[src/rtl/mctb_pkg.sv]
// Shared types and constants for the multi-channel timer bank.
// Used by mctb_ctrl, mctb_datapath and multi_channel_soft_timer_bank.
package mctb_pkg;

  localparam int CMD_W    = 2;
  localparam int ID_W     = 4;
  localparam int COUNT_W  = 32;
  localparam int INC_W    = 16;
  localparam int MASK_W   = 8;

  // Command codes of a request.
  localparam logic [CMD_W-1:0] CMD_TICK  = 2'd0;
  localparam logic [CMD_W-1:0] CMD_START = 2'd1;
  localparam logic [CMD_W-1:0] CMD_STOP  = 2'd2;

  localparam logic [INC_W-1:0] INC_RESET = 16'd1;

  typedef struct packed {
    logic [CMD_W-1:0]   command;
    logic [ID_W-1:0]    timer_id;
    logic               one_shot;
    logic [COUNT_W-1:0] period;
  } mctb_req_t;

  typedef struct packed {
    logic [MASK_W-1:0] expired_mask;
    logic              bad_id;
  } mctb_rsp_t;

  typedef enum logic [1:0] {
    ST_IDLE,
    ST_SWEEP,
    ST_APPLY,
    ST_FINISH
  } mctb_state_t;

  // Commands from the controller to the datapath.
  typedef struct packed {
    logic load;      // capture the accepted request, clear sweep index and result
    logic step;      // service the channel under the sweep index
    logic apply;     // carry out a start or stop
    logic load_res;  // move the finished result into the output register
  } mctb_ctl_t;

  // Status from the datapath to the controller.
  typedef struct packed {
    logic last;      // sweep index points at the last channel
    logic out_free;  // output register can take a result this cycle
  } mctb_sts_t;

endpackage

[src/rtl/mctb_ctrl.sv]
// Controller state machine of the timer bank.
// Depends on mctb_pkg for the state, command and status types.
module mctb_ctrl (
  input  logic                             clk,
  input  logic                             rst,
  input  logic                             req_valid,
  input  logic [mctb_pkg::CMD_W-1:0]       req_command,
  output logic                             req_stall,
  input  mctb_pkg::mctb_sts_t              sts,
  output mctb_pkg::mctb_ctl_t              ctl
);

  mctb_pkg::mctb_state_t state;
  mctb_pkg::mctb_state_t state_next;

  always_ff @(posedge clk) begin
    if (rst) begin
      state <= mctb_pkg::ST_IDLE;
    end else begin
      state <= state_next;
    end
  end

  always_comb begin
    state_next = state;
    unique case (state)
      mctb_pkg::ST_IDLE: begin
        if (req_valid) begin
          if (req_command == mctb_pkg::CMD_TICK) begin
            state_next = mctb_pkg::ST_SWEEP;
          end else begin
            state_next = mctb_pkg::ST_APPLY;
          end
        end
      end
      mctb_pkg::ST_SWEEP: begin
        if (sts.last) begin
          state_next = mctb_pkg::ST_FINISH;
        end
      end
      mctb_pkg::ST_APPLY: begin
        state_next = mctb_pkg::ST_FINISH;
      end
      mctb_pkg::ST_FINISH: begin
        if (sts.out_free) begin
          state_next = mctb_pkg::ST_IDLE;
        end
      end
      default: begin
        state_next = mctb_pkg::ST_IDLE;
      end
    endcase
  end

  always_comb begin
    req_stall    = 1'b1;
    ctl          = '0;
    unique case (state)
      mctb_pkg::ST_IDLE: begin
        req_stall = 1'b0;
        ctl.load  = req_valid;
      end
      mctb_pkg::ST_SWEEP: begin
        ctl.step = 1'b1;
      end
      mctb_pkg::ST_APPLY: begin
        ctl.apply = 1'b1;
      end
      mctb_pkg::ST_FINISH: begin
        ctl.load_res = sts.out_free;
      end
      default: begin
        req_stall = 1'b1;
      end
    endcase
  end

  // A sweep that reaches the last channel always hands over to the finish step.
  a_sweep_ends: assert property (@(posedge clk) disable iff (rst)
    (state == mctb_pkg::ST_SWEEP && sts.last) |=> (state == mctb_pkg::ST_FINISH))
    else $error("sweep did not end after the last channel");

endmodule

[src/rtl/mctb_datapath.sv]
// Datapath of the timer bank: channel state, tick sweep, start/stop and result register.
// Depends on mctb_pkg for the request, result, command and status types.
module mctb_datapath #(
  parameter int NUM_TIMERS = 8
) (
  input  logic                          clk,
  input  logic                          rst,
  input  mctb_pkg::mctb_req_t           req,
  input  logic                          cfg_valid,
  input  logic [mctb_pkg::INC_W-1:0]    cfg_data,
  input  mctb_pkg::mctb_ctl_t           ctl,
  output mctb_pkg::mctb_sts_t           sts,
  output logic                          rsp_valid,
  input  logic                          rsp_stall,
  output mctb_pkg::mctb_rsp_t           rsp
);

  localparam int IDX_W = (NUM_TIMERS > 1) ? $clog2(NUM_TIMERS) : 1;
  localparam int CW    = mctb_pkg::COUNT_W;

  mctb_pkg::mctb_req_t             cmd_q;
  logic [IDX_W-1:0]                idx;
  logic [mctb_pkg::INC_W-1:0]      tick_inc;
  logic [mctb_pkg::MASK_W-1:0]     mask_q;
  logic                            bad_q;

  logic                            active [NUM_TIMERS];
  logic                            once   [NUM_TIMERS];
  logic [CW-1:0]                   elapsed[NUM_TIMERS];
  logic [CW-1:0]                   thresh [NUM_TIMERS];

  logic [CW:0]                     sum;
  logic [CW-1:0]                   sat;
  logic                            hit;
  logic                            in_range;
  logic [IDX_W-1:0]                id_idx;
  logic [mctb_pkg::MASK_W-1:0]     mask_bit;
  logic                            is_start;
  logic                            is_stop;

  assign sum      = {1'b0, elapsed[idx]} + {{(CW + 1 - mctb_pkg::INC_W){1'b0}}, tick_inc};
  assign sat      = sum[CW] ? '1 : sum[CW-1:0];
  assign hit      = (sat >= thresh[idx]);
  assign in_range = ({1'b0, cmd_q.timer_id} < 5'(NUM_TIMERS));
  assign id_idx   = IDX_W'(cmd_q.timer_id);
  assign is_start = (cmd_q.command == mctb_pkg::CMD_START);
  assign is_stop  = (cmd_q.command == mctb_pkg::CMD_STOP);
  assign mask_bit = (32'(idx) < 32'(mctb_pkg::MASK_W))
                    ? (mctb_pkg::MASK_W'(1) << idx) : '0;

  assign sts.last     = (idx == IDX_W'(NUM_TIMERS - 1));
  assign sts.out_free = !rsp_valid || !rsp_stall;

  always_ff @(posedge clk) begin
    if (rst) begin
      tick_inc <= mctb_pkg::INC_RESET;
    end else if (cfg_valid) begin
      tick_inc <= cfg_data;
    end
  end

  always_ff @(posedge clk) begin
    if (ctl.load) begin
      cmd_q <= req;
      idx   <= '0;
    end else if (ctl.step && !sts.last) begin
      idx <= idx + IDX_W'(1);
    end
  end

  always_ff @(posedge clk) begin
    if (rst) begin
      mask_q <= '0;
      bad_q  <= 1'b0;
    end else if (ctl.load) begin
      mask_q <= '0;
      bad_q  <= 1'b0;
    end else begin
      if (ctl.step && active[idx] && hit) begin
        mask_q <= mask_q | mask_bit;
      end
      if (ctl.apply) begin
        bad_q <= (is_start || is_stop) && !in_range;
      end
    end
  end

  // Only the active flags need a reset; the other fields matter once a start wrote them.
  always_ff @(posedge clk) begin
    if (rst) begin
      for (int k = 0; k < NUM_TIMERS; k++) begin
        active[k] <= 1'b0;
      end
    end else if (ctl.step) begin
      if (active[idx] && hit && once[idx]) begin
        active[idx] <= 1'b0;
      end
    end else if (ctl.apply && in_range) begin
      if (is_start) begin
        active[id_idx] <= 1'b1;
      end else if (is_stop) begin
        active[id_idx] <= 1'b0;
      end
    end
  end

  always_ff @(posedge clk) begin
    if (ctl.step) begin
      if (active[idx]) begin
        elapsed[idx] <= hit ? '0 : sat;
      end
    end else if (ctl.apply && in_range && is_start) begin
      elapsed[id_idx] <= '0;
      thresh[id_idx]  <= cmd_q.period;
      once[id_idx]    <= cmd_q.one_shot;
    end
  end

  always_ff @(posedge clk) begin
    if (rst) begin
      rsp_valid <= 1'b0;
    end else if (ctl.load_res) begin
      rsp_valid <= 1'b1;
    end else if (!rsp_stall) begin
      rsp_valid <= 1'b0;
    end
  end

  always_ff @(posedge clk) begin
    if (ctl.load_res) begin
      rsp.expired_mask <= mask_q;
      rsp.bad_id       <= bad_q;
    end
  end

  a_step_is_tick: assert property (@(posedge clk) disable iff (rst)
    ctl.step |-> (cmd_q.command == mctb_pkg::CMD_TICK))
    else $error("channel sweep running for a request that is not a tick");

  a_apply_not_tick: assert property (@(posedge clk) disable iff (rst)
    ctl.apply |-> (cmd_q.command != mctb_pkg::CMD_TICK))
    else $error("start/stop step running for a tick");

  a_bad_has_no_mask: assert property (@(posedge clk) disable iff (rst)
    (rsp_valid && rsp.bad_id) |-> (rsp.expired_mask == '0))
    else $error("result flags a bad id and an expiry at once");

endmodule

[src/rtl/multi_channel_soft_timer_bank.sv]
// Top level of the multi-channel timer bank.
// Depends on mctb_pkg, mctb_ctrl and mctb_datapath.
//
// A bank of NUM_TIMERS timer channels driven by requests. A tick request sweeps the
// channels one per clock cycle through a single saturating adder and comparator, and
// no new request is taken until its result has gone into the output register; start,
// stop and unused codes go through the apply step instead. The result for every request
// is written into an output register, and the next request can be taken while that
// result still waits downstream; a new result waits only if the previous one has not
// been taken yet. Start arms a channel with a period and a mode, stop disarms it, and
// a start or stop that names a channel at or beyond NUM_TIMERS changes nothing and
// answers with bad_id set. Each tick adds the tick_increment register to every armed
// channel's count (saturating at all ones); a count that reaches its period is cleared,
// a one-shot channel disarms, and the channel's bit is set in expired_mask (channels
// eight and up have no bit). The tick_increment register is written through the cfg
// port, which is always ready; write it only while no request is in flight.
module multi_channel_soft_timer_bank #(
  parameter int NUM_TIMERS = 8
) (
  input  logic                          clk,
  input  logic                          rst,
  input  logic                          req_valid,
  output logic                          req_stall,
  input  mctb_pkg::mctb_req_t           req,
  output logic                          rsp_valid,
  input  logic                          rsp_stall,
  output mctb_pkg::mctb_rsp_t           rsp,
  input  logic                          cfg_valid,
  output logic                          cfg_ready,
  input  logic [mctb_pkg::INC_W-1:0]    cfg_data
);

  mctb_pkg::mctb_ctl_t ctl;
  mctb_pkg::mctb_sts_t sts;

  // The increment register is a plain flop, so a write is always taken.
  assign cfg_ready = 1'b1;

  // The controller sequences each request: capture, sweep or apply, then hand off.
  mctb_ctrl u_ctrl (
    .clk         (clk),
    .rst         (rst),
    .req_valid   (req_valid),
    .req_command (req.command),
    .req_stall   (req_stall),
    .sts         (sts),
    .ctl         (ctl)
  );

  // The datapath holds all channel state and the output register.
  mctb_datapath #(
    .NUM_TIMERS (NUM_TIMERS)
  ) u_datapath (
    .clk       (clk),
    .rst       (rst),
    .req       (req),
    .cfg_valid (cfg_valid && cfg_ready),
    .cfg_data  (cfg_data),
    .ctl       (ctl),
    .sts       (sts),
    .rsp_valid (rsp_valid),
    .rsp_stall (rsp_stall),
    .rsp       (rsp)
  );

endmodule
[config.mk]
export PLATFORM = sky130hd
export DESIGN_NAME = multi_channel_soft_timer_bank
export DESIGN_NICKNAME = d
export VERILOG_FILES = /design/src/rtl/mctb_pkg.sv /design/src/rtl/mctb_ctrl.sv /design/src/rtl/mctb_datapath.sv /design/src/rtl/multi_channel_soft_timer_bank.sv
export SDC_FILE = /design/constraint.sdc
export NUM_CORES = 1
export LEC_CHECK = 0
export CORE_ASPECT_RATIO = 1.1
export CORE_UTILIZATION = 61
export CTS_BUF_LIST = sky130_fd_sc_hd__clkbuf_8
export CTS_CLUSTER_DIAMETER = 40
export DETAILED_ROUTE_END_ITERATION = 8
export DONT_BUFFER_PORTS = 1
export PLACE_DENSITY_LB_ADDON = 0.05
export SYNTH_ARGS = -nofsm -noshare
export SYNTH_HDL_FRONTEND = slang
export SYNTH_SLANG_ARGS = --single-unit
[constraint.sdc]
create_clock -name clk -period 14.45 [get_ports clk]
set_clock_uncertainty 0.2 [all_clocks]
set_input_delay 2.89 -clock clk [delete_from_list [all_inputs] [get_ports clk]]
set_output_delay 2.89 -clock clk [all_outputs]
set_load 0.02 [all_outputs]
Yosys cells after proc, flatten, opt, wreduce, memory -nomap -nowiden

Memory sizes are Yosys's and may differ from the RTL's. A register that Yosys moved wholly into a read port is not among the register bits.
Index checks and enable logic that the tools add are counted.
W data, S select, Z words.

Output and inout port bits: 12
Memories: 4
Bits in registers: 79
RAM bits: 528
Logic and storage cells: 109
Bits of input ports: 60

Shift operators: 1
Muxes and demuxes: 55
Equality and inequality tests: 10
Reduce and logical (&&, ||, !) cells: 21
$lt $le $gt $ge: 2
Add/subtract/negate cells: 2
Bitwise operators: 2

Memories:

| memory             | words | bits a word | read ports | clocked after Yosys merged registers in | write ports | line                | RTL |
|---|---|---|---|---|---|---|---|
| u_datapath.elapsed | 8     | 32          | 1          | 1                                       | 1           | mctb_datapath.sv:29 | `logic [CW-1:0] elapsed[NUM_TIMERS];` |
| u_datapath.thresh  | 8     | 32          | 1          | 1                                       | 1           | mctb_datapath.sv:30 | `logic [CW-1:0] thresh [NUM_TIMERS];` |
| u_datapath.active  | 8     | 1           | 1          | 1                                       | 8           | mctb_datapath.sv:27 | `logic active [NUM_TIMERS];` |
| u_datapath.once    | 8     | 1           | 1          | 1                                       | 1           | mctb_datapath.sv:28 | `logic once [NUM_TIMERS];` |

Operators by type and width:

| operator              | number |
|---|---|
| $mux W32              | 3 |
| $mux W1               | 36 |
| $add A32 B16 Y33      | 1 |
| $mux W3               | 11 |
| $ge A32 B32 Y1        | 1 |
| $reduce_or A32 Y1     | 1 |
| $logic_and A1 B1 Y1   | 8 |
| $mux W2               | 4 |
| $or A8 B8 Y8          | 1 |
| $pmux W2 S4           | 1 |
| $shl A1 B3 Y8 const A | 1 |
| $eq A2 B2 Y1 const B  | 3 |
| $ne A2 B1 Y1 const B  | 3 |
| $eq A2 B1 Y1 const B  | 2 |
| $logic_not A1 Y1      | 4 |
| $logic_not A2 Y1      | 2 |
| $lt A4 B4 Y1 const B  | 1 |
| $add A3 B1 Y3 const B | 1 |
| $eq A3 B3 Y1 const B  | 1 |
| $reduce_and A3 Y1     | 1 |
| $logic_or A1 B1 Y1    | 2 |
| $ne A2 B2 Y1 const B  | 1 |
| $reduce_or A1 Y1      | 2 |
| $reduce_or A2 Y1      | 1 |
| $or A1 B1 Y1          | 1 |

Depth between registers and ports, before layout

Gate-level depths: netlist of the first run.

Depth in word-level cells: 12
Gate-level depth with buffers: 28
Gate-level depth less buffers: 19

Modules after synthesis

From an unflattened synthesis of the first run, not the netlist that was laid out.

Cells, all modules: 1,356
Area, all modules: 25,326.8 um2

By module, submodules not included:

| module                        | cells each | seq. area each (um2) | times used | area each (um2) |
|---|---|---|---|---|
| mctb_datapath                 | 1,329      | 17,937.2             | 1          | 25,096.6 |
| mctb_ctrl                     | 25         | 40.0                 | 1          | 219.0 |
| multi_channel_soft_timer_bank | 2          | 0.0                  | 1          | 11.3 |

Least setup slack after synthesis of the first run

OpenSTA, ideal clock, no wires.

Path type: flip-flop to flip-flop
Start: reg with a tool-made name
End: mem u_datapath.elapsed[0][27] in the netlist's numbering, data pin
Path buffers: 8
Stages on the path, launching flop included: 27
Setup slack: 7,770 ps
Required time: 14,013 ps
Setup time: 237 ps
Arrival time: 6,243 ps
Clock period less this slack: 6,680 ps
Cells stage by stage: dfxtp_1 > buf_6 > buf_12 > buf_6 > buf_4 > buf_1 > clkbuf_1 > mux4_2 > mux2_2 > ha_1 > fa_1 > a211oi_1 > nor2_1 > o31ai_1 > a211o_1 > a21oi_2 > and2_1 > buf_6 > or2_1 > ha_1 > a211oi_1 > o22ai_1 > a2111oi_0 > and3_1 > a21oi_1 > clkbuf_1 > a31oi_1

RTL lines:

| element          | line |
|---|---|
| end: declaration | mctb_datapath.sv:29 |

==> impl_metrics.xml, run 1 <==
<?xml version="1.0" encoding="UTF-8"?>
<metrics>
  <group name="outcome">
    <metric name="run_status" unit="">finished clean</metric>
  </group>
  <group name="critical_path">
    <metric name="largest_fanout_on_the_critical_path" unit="">78</metric>
    <metric name="timing.setup.critical_path_class" unit="">flop to flop</metric>
    <metric name="crit_required" unit="ns">14.69</metric>
    <metric name="critical_path_arrival" unit="ns">8.51</metric>
    <metric name="setup.worst_path.end_class" unit="">flop</metric>
    <metric name="critical_path.startpoint_type" unit="">flop</metric>
  </group>
  <group name="detailed_routing">
    <metric name="routed_wire_length" unit="um">50800</metric>
    <metric name="routedWlPerCell" unit="um">23.8</metric>
    <metric name="detail_route.iter0.violations" unit="">1199</metric>
    <metric name="viasPerCell" unit="">6.21</metric>
    <metric name="firstDrtPassIters" unit="">5</metric>
    <metric name="remaining_drc_errors" unit="">0</metric>
    <metric name="routed-via-count" unit="">13300</metric>
    <metric name="drt.antenna.violating_nets" unit="">0</metric>
  </group>
  <group name="clock_network">
    <metric name="cts_inserted_buffers" unit="">98</metric>
    <metric name="root_buffer" unit="">clkbuf_8</metric>
    <metric name="holdBufCountCts" unit="">0</metric>
    <metric name="clk_transition_reported_paths" unit="ns">0.06</metric>
    <metric name="number_of_buffers_on_the_longest_clock_path" unit="">3</metric>
    <metric name="post-cts-setup-buffers" unit="">0</metric>
    <metric name="clock_insertion_delay_worst_skew" unit="ns">0.68</metric>
    <metric name="tritoncts_clock_tree" unit="">yes</metric>
    <metric name="cts_sinks" unit="">610</metric>
    <metric name="clock_tree.htree_level_count" unit="">3</metric>
    <metric name="postCtsResizedCells" unit="">0</metric>
  </group>
  <group name="timing">
    <metric name="report.final.slew_viol_count" unit="">0</metric>
    <metric name="setup_repair_after_global_routing_missed_its_margin" unit="">no</metric>
    <metric name="fmax" unit="GHz">0.121</metric>
    <metric name="tightest_slew" unit="ns">1.14</metric>
    <metric name="final_setup_violation_count" unit="">0</metric>
    <metric name="final.period_utilization" unit="%">57.2</metric>
    <metric name="finalCriticalPeriod" unit="ns">8.27</metric>
    <metric name="fin_tns_setup" unit="ns">0</metric>
    <metric name="hold_violations" unit="">0</metric>
    <metric name="relSlewSlack" unit="%">23.5</metric>
    <metric name="smallest_setup_slack_after_layout" unit="ns">6.18</metric>
  </group>
  <group name="placement">
    <metric name="hpwl" unit="um">29700</metric>
    <metric name="place_congestion" unit="">0.863</metric>
    <metric name="pre_cts_ws" unit="ns">6.10</metric>
    <metric name="buffer_ports.inserted" unit="">0</metric>
  </group>
  <group name="pwr">
    <metric name="switching_power" unit="mW">1.95</metric>
    <metric name="power_per_unit_of_standard_cell_area" unit="mW/mm2">205</metric>
    <metric name="clockPowerShare" unit="%">24.1</metric>
    <metric name="seqPwrFrac" unit="%">44.1</metric>
    <metric name="leakagePower" unit="nW">9.29</metric>
    <metric name="power" unit="mW">5.81</metric>
    <metric name="pwr-share-comb" unit="%">31.8</metric>
    <metric name="netSwitchingFraction" unit="%">33.5</metric>
    <metric name="ir_drop" unit="uV">153</metric>
    <metric name="power.internal" unit="mW">3.87</metric>
  </group>
  <group name="floorplanning">
    <metric name="chipHeight" unit="um">218</metric>
    <metric name="die-width" unit="um">198</metric>
    <metric name="core_area" unit="mm2">0.0415</metric>
    <metric name="initial_utilization" unit="%">62.2</metric>
    <metric name="num_io_pins" unit="">72</metric>
    <metric name="design.die.area" unit="mm2">0.0431</metric>
    <metric name="cell_rows" unit="">78</metric>
  </group>
  <group name="layout">
    <metric name="post-route-util" unit="%">68.3</metric>
    <metric name="nets" unit="">1620</metric>
    <metric name="syn2layout_area_growth" unit="%">9.76</metric>
    <metric name="post_route_cells_drive_above_1_share" unit="%">21.9</metric>
  </group>
  <group name="synth">
    <metric name="synth.cells.most_frequent" unit="">576 x edfxtp_1, 123 x mux4_2, 74 x nor2_1</metric>
    <metric name="postSynthNetCount" unit="">1562</metric>
    <metric name="synth_largest_type_area_fraction" unit="%">67.0</metric>
    <metric name="synth-edff-count" unit="">576</metric>
    <metric name="synth_most_common_cell" unit="">edfxtp_1</metric>
    <metric name="postSynth.asyncResetShare" unit="%">0</metric>
    <metric name="syn_avg_cell_area" unit="um2">17.9</metric>
    <metric name="synth.top_cells.by_area" unit="">edfxtp_1 67%, mux4_2 11%, ha_1 3.0%</metric>
    <metric name="syn_area" unit="mm2">0.0258</metric>
    <metric name="yosysUniqueCellTypes" unit="">77</metric>
    <metric name="ys_seq_elements" unit="">610</metric>
    <metric name="synth_top_flop_cell" unit="">edfxtp_1</metric>
    <metric name="yosysTopAreaCell" unit="">edfxtp_1</metric>
    <metric name="synth_cells" unit="">1440</metric>
    <metric name="synth_seq_area_share" unit="%">69.7</metric>
    <metric name="yosysWarningCount" unit="">0</metric>
  </group>
  <group name="global_routing">
    <metric name="grt_max_degree" unit="">79</metric>
    <metric name="globalRouteOverflowTotal" unit="">0</metric>
    <metric name="global_route.usage.met2" unit="%">40.3</metric>
    <metric name="number_of_global_route_vias_before_repair" unit="">13500</metric>
    <metric name="grt_antenna_before_repair" unit="">3</metric>
    <metric name="wire_length_of_the_first_global_routing_pass" unit="um">78300</metric>
    <metric name="grt_use_met3" unit="%">4.50</metric>
    <metric name="global_route.peak_usage_layer" unit="">met2</metric>
    <metric name="groute.layer.met1.usage" unit="%">33.9</metric>
    <metric name="grt.total_usage" unit="%">24.8</metric>
  </group>
  <group name="hold_path">
    <metric name="min_path_type" unit="">flop to flop</metric>
  </group>
  <group name="run">
    <metric name="cap_viol_max_count" unit="">0</metric>
  </group>
</metrics>
## routing by layer
metal	up-vias	routed length (um)
li1	5980	-
met1	6759	21700
met2	425	25000
met3	88	3050
met4	2	1130
met5	-	13
## final cells by class
type,instances,area [um2]
sequential,610,18000
fill,2779,13200
multi-input combinational,738,7470
clock buffer,100,1380
tap,560,701
clock inverter,73,487
timing repair buffer,24,193
inverter,26,100
antenna,2,5.00
## registers in the layout (all words and copies together), names as in the netlist, named ones only
signal                cells
u_datapath.elapsed      256
u_datapath.thresh       256
u_datapath.cmd_q         39
u_datapath.tick_inc      16
u_datapath.rsp            9
u_datapath.active         8
u_datapath.mask_q         8
u_datapath.once           8
u_datapath.idx            3
u_ctrl.state              2
u_datapath.bad_q          1
u_datapath.rsp_valid      1
## power groups by stage
stage	Clock [mW]	Combinational (mW)	Sequential, mW
after detailed placement	0	1.85	2.60
after global routing	1.52	2.04	2.58
final	1.40	1.85	2.56
after CTS	1.43	1.86	2.57
after floorplan	0	1.41	2.51
after global placement	0	1.81	2.59
## worst max-delay path, stage by stage, from the launching register on
cell and delay [ns]:
dfxtp_4 0.89, buf_12 0.54, mux4_2 0.58, mux2_2 0.28, ha_1 0.22, fa_1 0.44, a211oi_1 0.37, nor2_1 0.09
o31ai_1 0.32, a211o_1 0.31, a21oi_2 0.16, nand2_1 0.16, buf_4 0.38, nand2_1 0.11, ha_1 0.32, a211oi_1 0.22
o22ai_1 0.11, a2111oi_0 0.48, a31oi_1 0.22, o211ai_1 0.95, o32ai_1 0.28, a21o_1 0.24
## placed cells by master, fill, tap and decap left out, types with 18 or more instances in the layout
master,n
edfxtp_1,576
mux4_2,123
clkbuf_8,100
nand2_1,65
nor2_1,62
ha_1,61
mux2i_1,58
inv_1,57
a21oi_1,48
dfxtp_1,31
o21ai_0,27
mux2_2,27
nand3_1,25
buf_4,23
a31oi_1,18
## final timing paths
check,end,from,slack (ns),depth (start not counted)
max,u_datapath.active[1],flop,6.18,21
min,u_datapath.rsp[3],u_datapath.mask_q[2],0.23,0
max reg2reg,u_datapath.active[1],flop,6.18,21
min reg2reg,u_datapath.rsp[3],u_datapath.mask_q[2],0.23,0
## logic make-up (layout without fill, tap and decap cells)
group	after synthesis	in the layout	share of synthesized area, %
other	1	3	0.0145
flip-flops	610	610	69.7
multiplexers	219	219	15.1
adder cells (fa/ha/maj)	62	62	3.04
AO/OA/AOI/OAI	192	192	4.92
AND/OR/NAND/NOR	248	248	4.81
buffers and inverters	92	223	1.90
XOR/XNOR	16	16	0.543
## metrics by stage
step	instance area [um2]	hold WS (ns)	std cells
2_1_floorplan	25800	0.208	1440
3_3_place_gp	26400	0.217	1958
3_5_place_dp	26400	0.217	1958
4_1_cts	28300	0.231	2131
5_1_grt	28300	0.244	2132
6_report	28300	0.232	2133
(Power assumes the default switching activity.)
==> run 2: changes to the inputs <==
==> constraint.sdc (replaced) <==
create_clock -name clk -period 7.9 [get_ports clk]
set_clock_uncertainty 0.2 [all_clocks]
set_input_delay 1.58 -clock clk [delete_from_list [all_inputs] [get_ports clk]]
set_output_delay 1.58 -clock clk [all_outputs]
set_load 0.02 [all_outputs]
==> impl_metrics.xml, run 2 (synthesized netlist as in run 1, its figures left out) <==
<?xml version="1.0" encoding="UTF-8"?>
<metrics>
  <group name="outcome">
    <metric name="run_status" unit="">finished clean</metric>
  </group>
  <group name="critical_path">
    <metric name="critical_path.startpoint_type" unit="">flop</metric>
    <metric name="crit_path_cell_trace" unit="">buf_4, mux4_2, mux2_2, ha_1, nand2_1, nor4_1, o31ai_1, a211o_1, a21oi_2, and2_1, or2_1, ha_1, a211oi_1, o22ai_1, a2111oi_0, and3_1, a21o_1, nand3_1, nand3_1</metric>
    <metric name="setup.worst_path.end_class" unit="">flop</metric>
    <metric name="path_buf_inv" unit="">1</metric>
    <metric name="largest_fanout_on_the_critical_path" unit="">15</metric>
    <metric name="crit_required" unit="ns">8.16</metric>
    <metric name="timing.critical_path.max_delay_family" unit="">compound AO/OA/AOI/OAI gates</metric>
    <metric name="timing.critical_path.slowest_cell_delay" unit="ns">0.57</metric>
    <metric name="timing.setup.critical_path_class" unit="">flop to flop</metric>
    <metric name="cpMaxStageDelayCell" unit="">dfxtp_4</metric>
    <metric name="critical_path_arrival" unit="ns">7.50</metric>
  </group>
  <group name="timing">
    <metric name="fin_tns_setup" unit="ns">0</metric>
    <metric name="final.period_utilization" unit="%">91.6</metric>
    <metric name="finalCriticalPeriod" unit="ns">7.24</metric>
    <metric name="setup_repair_after_global_routing_missed_its_margin" unit="">no</metric>
    <metric name="relSlewSlack" unit="%">26.6</metric>
    <metric name="final_setup_violation_count" unit="">0</metric>
    <metric name="hold_violations" unit="">0</metric>
    <metric name="tightest_slew" unit="ns">1.09</metric>
    <metric name="fmax" unit="GHz">0.138</metric>
    <metric name="report.final.slew_viol_count" unit="">0</metric>
  </group>
  <group name="run">
    <metric name="cap_viol_max_count" unit="">0</metric>
  </group>
  <group name="global_routing">
    <metric name="grt_max_degree" unit="">59</metric>
    <metric name="wire_length_of_the_first_global_routing_pass" unit="um">78900</metric>
    <metric name="grt_antenna_before_repair" unit="">1</metric>
    <metric name="globalRouteOverflowTotal" unit="">0</metric>
    <metric name="number_of_global_route_vias_before_repair" unit="">13500</metric>
    <metric name="grt.total_usage" unit="%">25.1</metric>
  </group>
  <group name="clock_network">
    <metric name="clk_transition_reported_paths" unit="ns">0.06</metric>
    <metric name="clock_tree.htree_level_count" unit="">3</metric>
    <metric name="cts_inserted_buffers" unit="">98</metric>
    <metric name="root_buffer" unit="">clkbuf_8</metric>
    <metric name="tritoncts_clock_tree" unit="">yes</metric>
    <metric name="holdBufCountCts" unit="">0</metric>
    <metric name="clock_insertion_delay_worst_skew" unit="ns">0.69</metric>
    <metric name="cts_sinks" unit="">610</metric>
    <metric name="number_of_buffers_on_the_longest_clock_path" unit="">3</metric>
  </group>
  <group name="layout">
    <metric name="leading_cell_type_in_the_layout_fill_and_taps_excluded" unit="">edfxtp_1</metric>
    <metric name="post_route_cells_drive_above_1_share" unit="%">23.0</metric>
    <metric name="layout_top_registers" unit="">u_datapath.elapsed: 256 flops, u_datapath.thresh: 256 flops, u_datapath.cmd_q: 39 flops</metric>
    <metric name="mostFrequentLayoutCells" unit="">576 x edfxtp_1, 123 x mux4_2, 109 x clkbuf_8</metric>
    <metric name="nets" unit="">1627</metric>
    <metric name="syn2layout_area_growth" unit="%">11.0</metric>
  </group>
  <group name="placement">
    <metric name="place_congestion" unit="">0.925</metric>
    <metric name="hpwl" unit="um">30300</metric>
    <metric name="buffer_ports.inserted" unit="">0</metric>
  </group>
  <group name="floorplanning">
    <metric name="initial_utilization" unit="%">62.2</metric>
    <metric name="num_io_pins" unit="">72</metric>
    <metric name="core_area" unit="mm2">0.0415</metric>
    <metric name="cell_rows" unit="">78</metric>
    <metric name="die-width" unit="um">198</metric>
    <metric name="design.die.area" unit="mm2">0.0431</metric>
    <metric name="chipHeight" unit="um">218</metric>
  </group>
  <group name="detailed_routing">
    <metric name="viasPerCell" unit="">6.16</metric>
    <metric name="routed-via-count" unit="">13200</metric>
    <metric name="drt.antenna.violating_nets" unit="">0</metric>
    <metric name="routed_wire_length" unit="um">52000</metric>
    <metric name="firstDrtPassIters" unit="">6</metric>
    <metric name="routedWlPerCell" unit="um">24.2</metric>
    <metric name="detail_route.iter0.violations" unit="">906</metric>
    <metric name="remaining_drc_errors" unit="">0</metric>
  </group>
  <group name="pwr">
    <metric name="power.internal" unit="mW">7.37</metric>
    <metric name="netSwitchingFraction" unit="%">33.0</metric>
    <metric name="switching_power" unit="mW">3.64</metric>
    <metric name="power_per_unit_of_standard_cell_area" unit="mW/mm2">384</metric>
    <metric name="seqPwrFrac" unit="%">42.2</metric>
    <metric name="pwr-share-comb" unit="%">31.8</metric>
    <metric name="clockPowerShare" unit="%">25.9</metric>
    <metric name="power" unit="mW">11.0</metric>
    <metric name="leakagePower" unit="nW">9.45</metric>
    <metric name="ir_drop" unit="uV">242</metric>
  </group>
  <group name="hold_path">
    <metric name="min_path_type" unit="">flop to flop</metric>
    <metric name="hold_start" unit="">u_datapath.mask_q[3]</metric>
  </group>
</metrics>
-- run 2: cell count changes in the layout (fill, tap and decap cells not counted), sizes merged --
cell	delta
clkbuf	+9
inv	-8
buf	+7
clkinv	+7
bufinv	+5
clkinvlp	-2
diode	-1
-- run 2: power groups by stage --
stage | sequential (mW) | clock, mW | combinational (mW)
detailed placement | 4.73 | 0 | 3.45
floorplan | 4.59 | 0 | 2.58
global placement | 4.71 | 0 | 3.36
global route | 4.67 | 3.05 | 3.86
finish | 4.65 | 2.85 | 3.50
CTS | 4.66 | 2.91 | 3.47
-- run 2: layout make-up --
cell class | instances | area [um2]
multi-input combinational | 738 | 7470
antenna | 1 | 2.50
sequential | 610 | 18000
fill | 2730 | 12800
inverter | 26 | 100
clock inverter | 75 | 612
clock buffer | 109 | 1500
tap | 560 | 701
timing repair buffer | 31 | 265
-- run 2: routing by layer --
| metal | vias to the layer above | GRT usage (%) | wire length, um |
|---|---|---|---|
| li1 | 5996 | - | - |
| met1 | 6781 | 34.9 | 22700 |
| met2 | 370 | 40.4 | 25300 |
| met3 | 90 | 4.08 | 2750 |
| met4 | 0 | 9.33 | 1290 |
| met5 | - | 0 | 0 |
-- run 2: path summary, 6_finish.rpt --
check / endpoint / slack, ns / depth (start not counted)
setup / recovery: u_datapath.elapsed[4][30] / 0.66 / 19
hold / removal: u_datapath.rsp[4] / 0.24 / 0
setup reg to reg: u_datapath.elapsed[4][30] / 0.66 / 19
hold reg to reg: u_datapath.rsp[4] / 0.24 / 0
-- run 2: worst reg2reg max path, stage by stage (launching register included) --
cell and delay (ns):
dfxtp_4 0.57, buf_4 0.38, mux4_2 0.54, mux2_2 0.28, ha_1 0.39, nand2_1 0.11
nor4_1 0.29, o31ai_1 0.17, a211o_1 0.37, a21oi_2 0.38, and2_1 0.52, or2_1 0.18
ha_1 0.24, a211oi_1 0.32, o22ai_1 0.13, a2111oi_0 0.57, and3_1 0.32, a21o_1 0.48
nand3_1 0.26, nand3_1 0.30
-- run 2: through the flow --
stage / worst slack (ns) / instances / hold WS (ns) / instance area, um2 / util, %
6_report: 0.663 / 2150 / 0.239 / 28600 / 69.0
5_1_grt: 0.164 / 2149 / 0.254 / 28600 / 69.0
4_1_cts: 0.581 / 2148 / 0.237 / 28600 / 68.9
3_5_place_dp: 0.615 / 1964 / 0.223 / 26500 / 63.9
3_3_place_gp: 0.868 / 1964 / 0.212 / 26500 / 63.9
2_1_floorplan: 1.22 / 1440 / 0.208 / 25800 / -
-- run 2: repair_timing --
action	in CTS	in global routing
endpoints found under the setup margin	0	56
buffers inserted	0	1
gates resized for setup	0	3
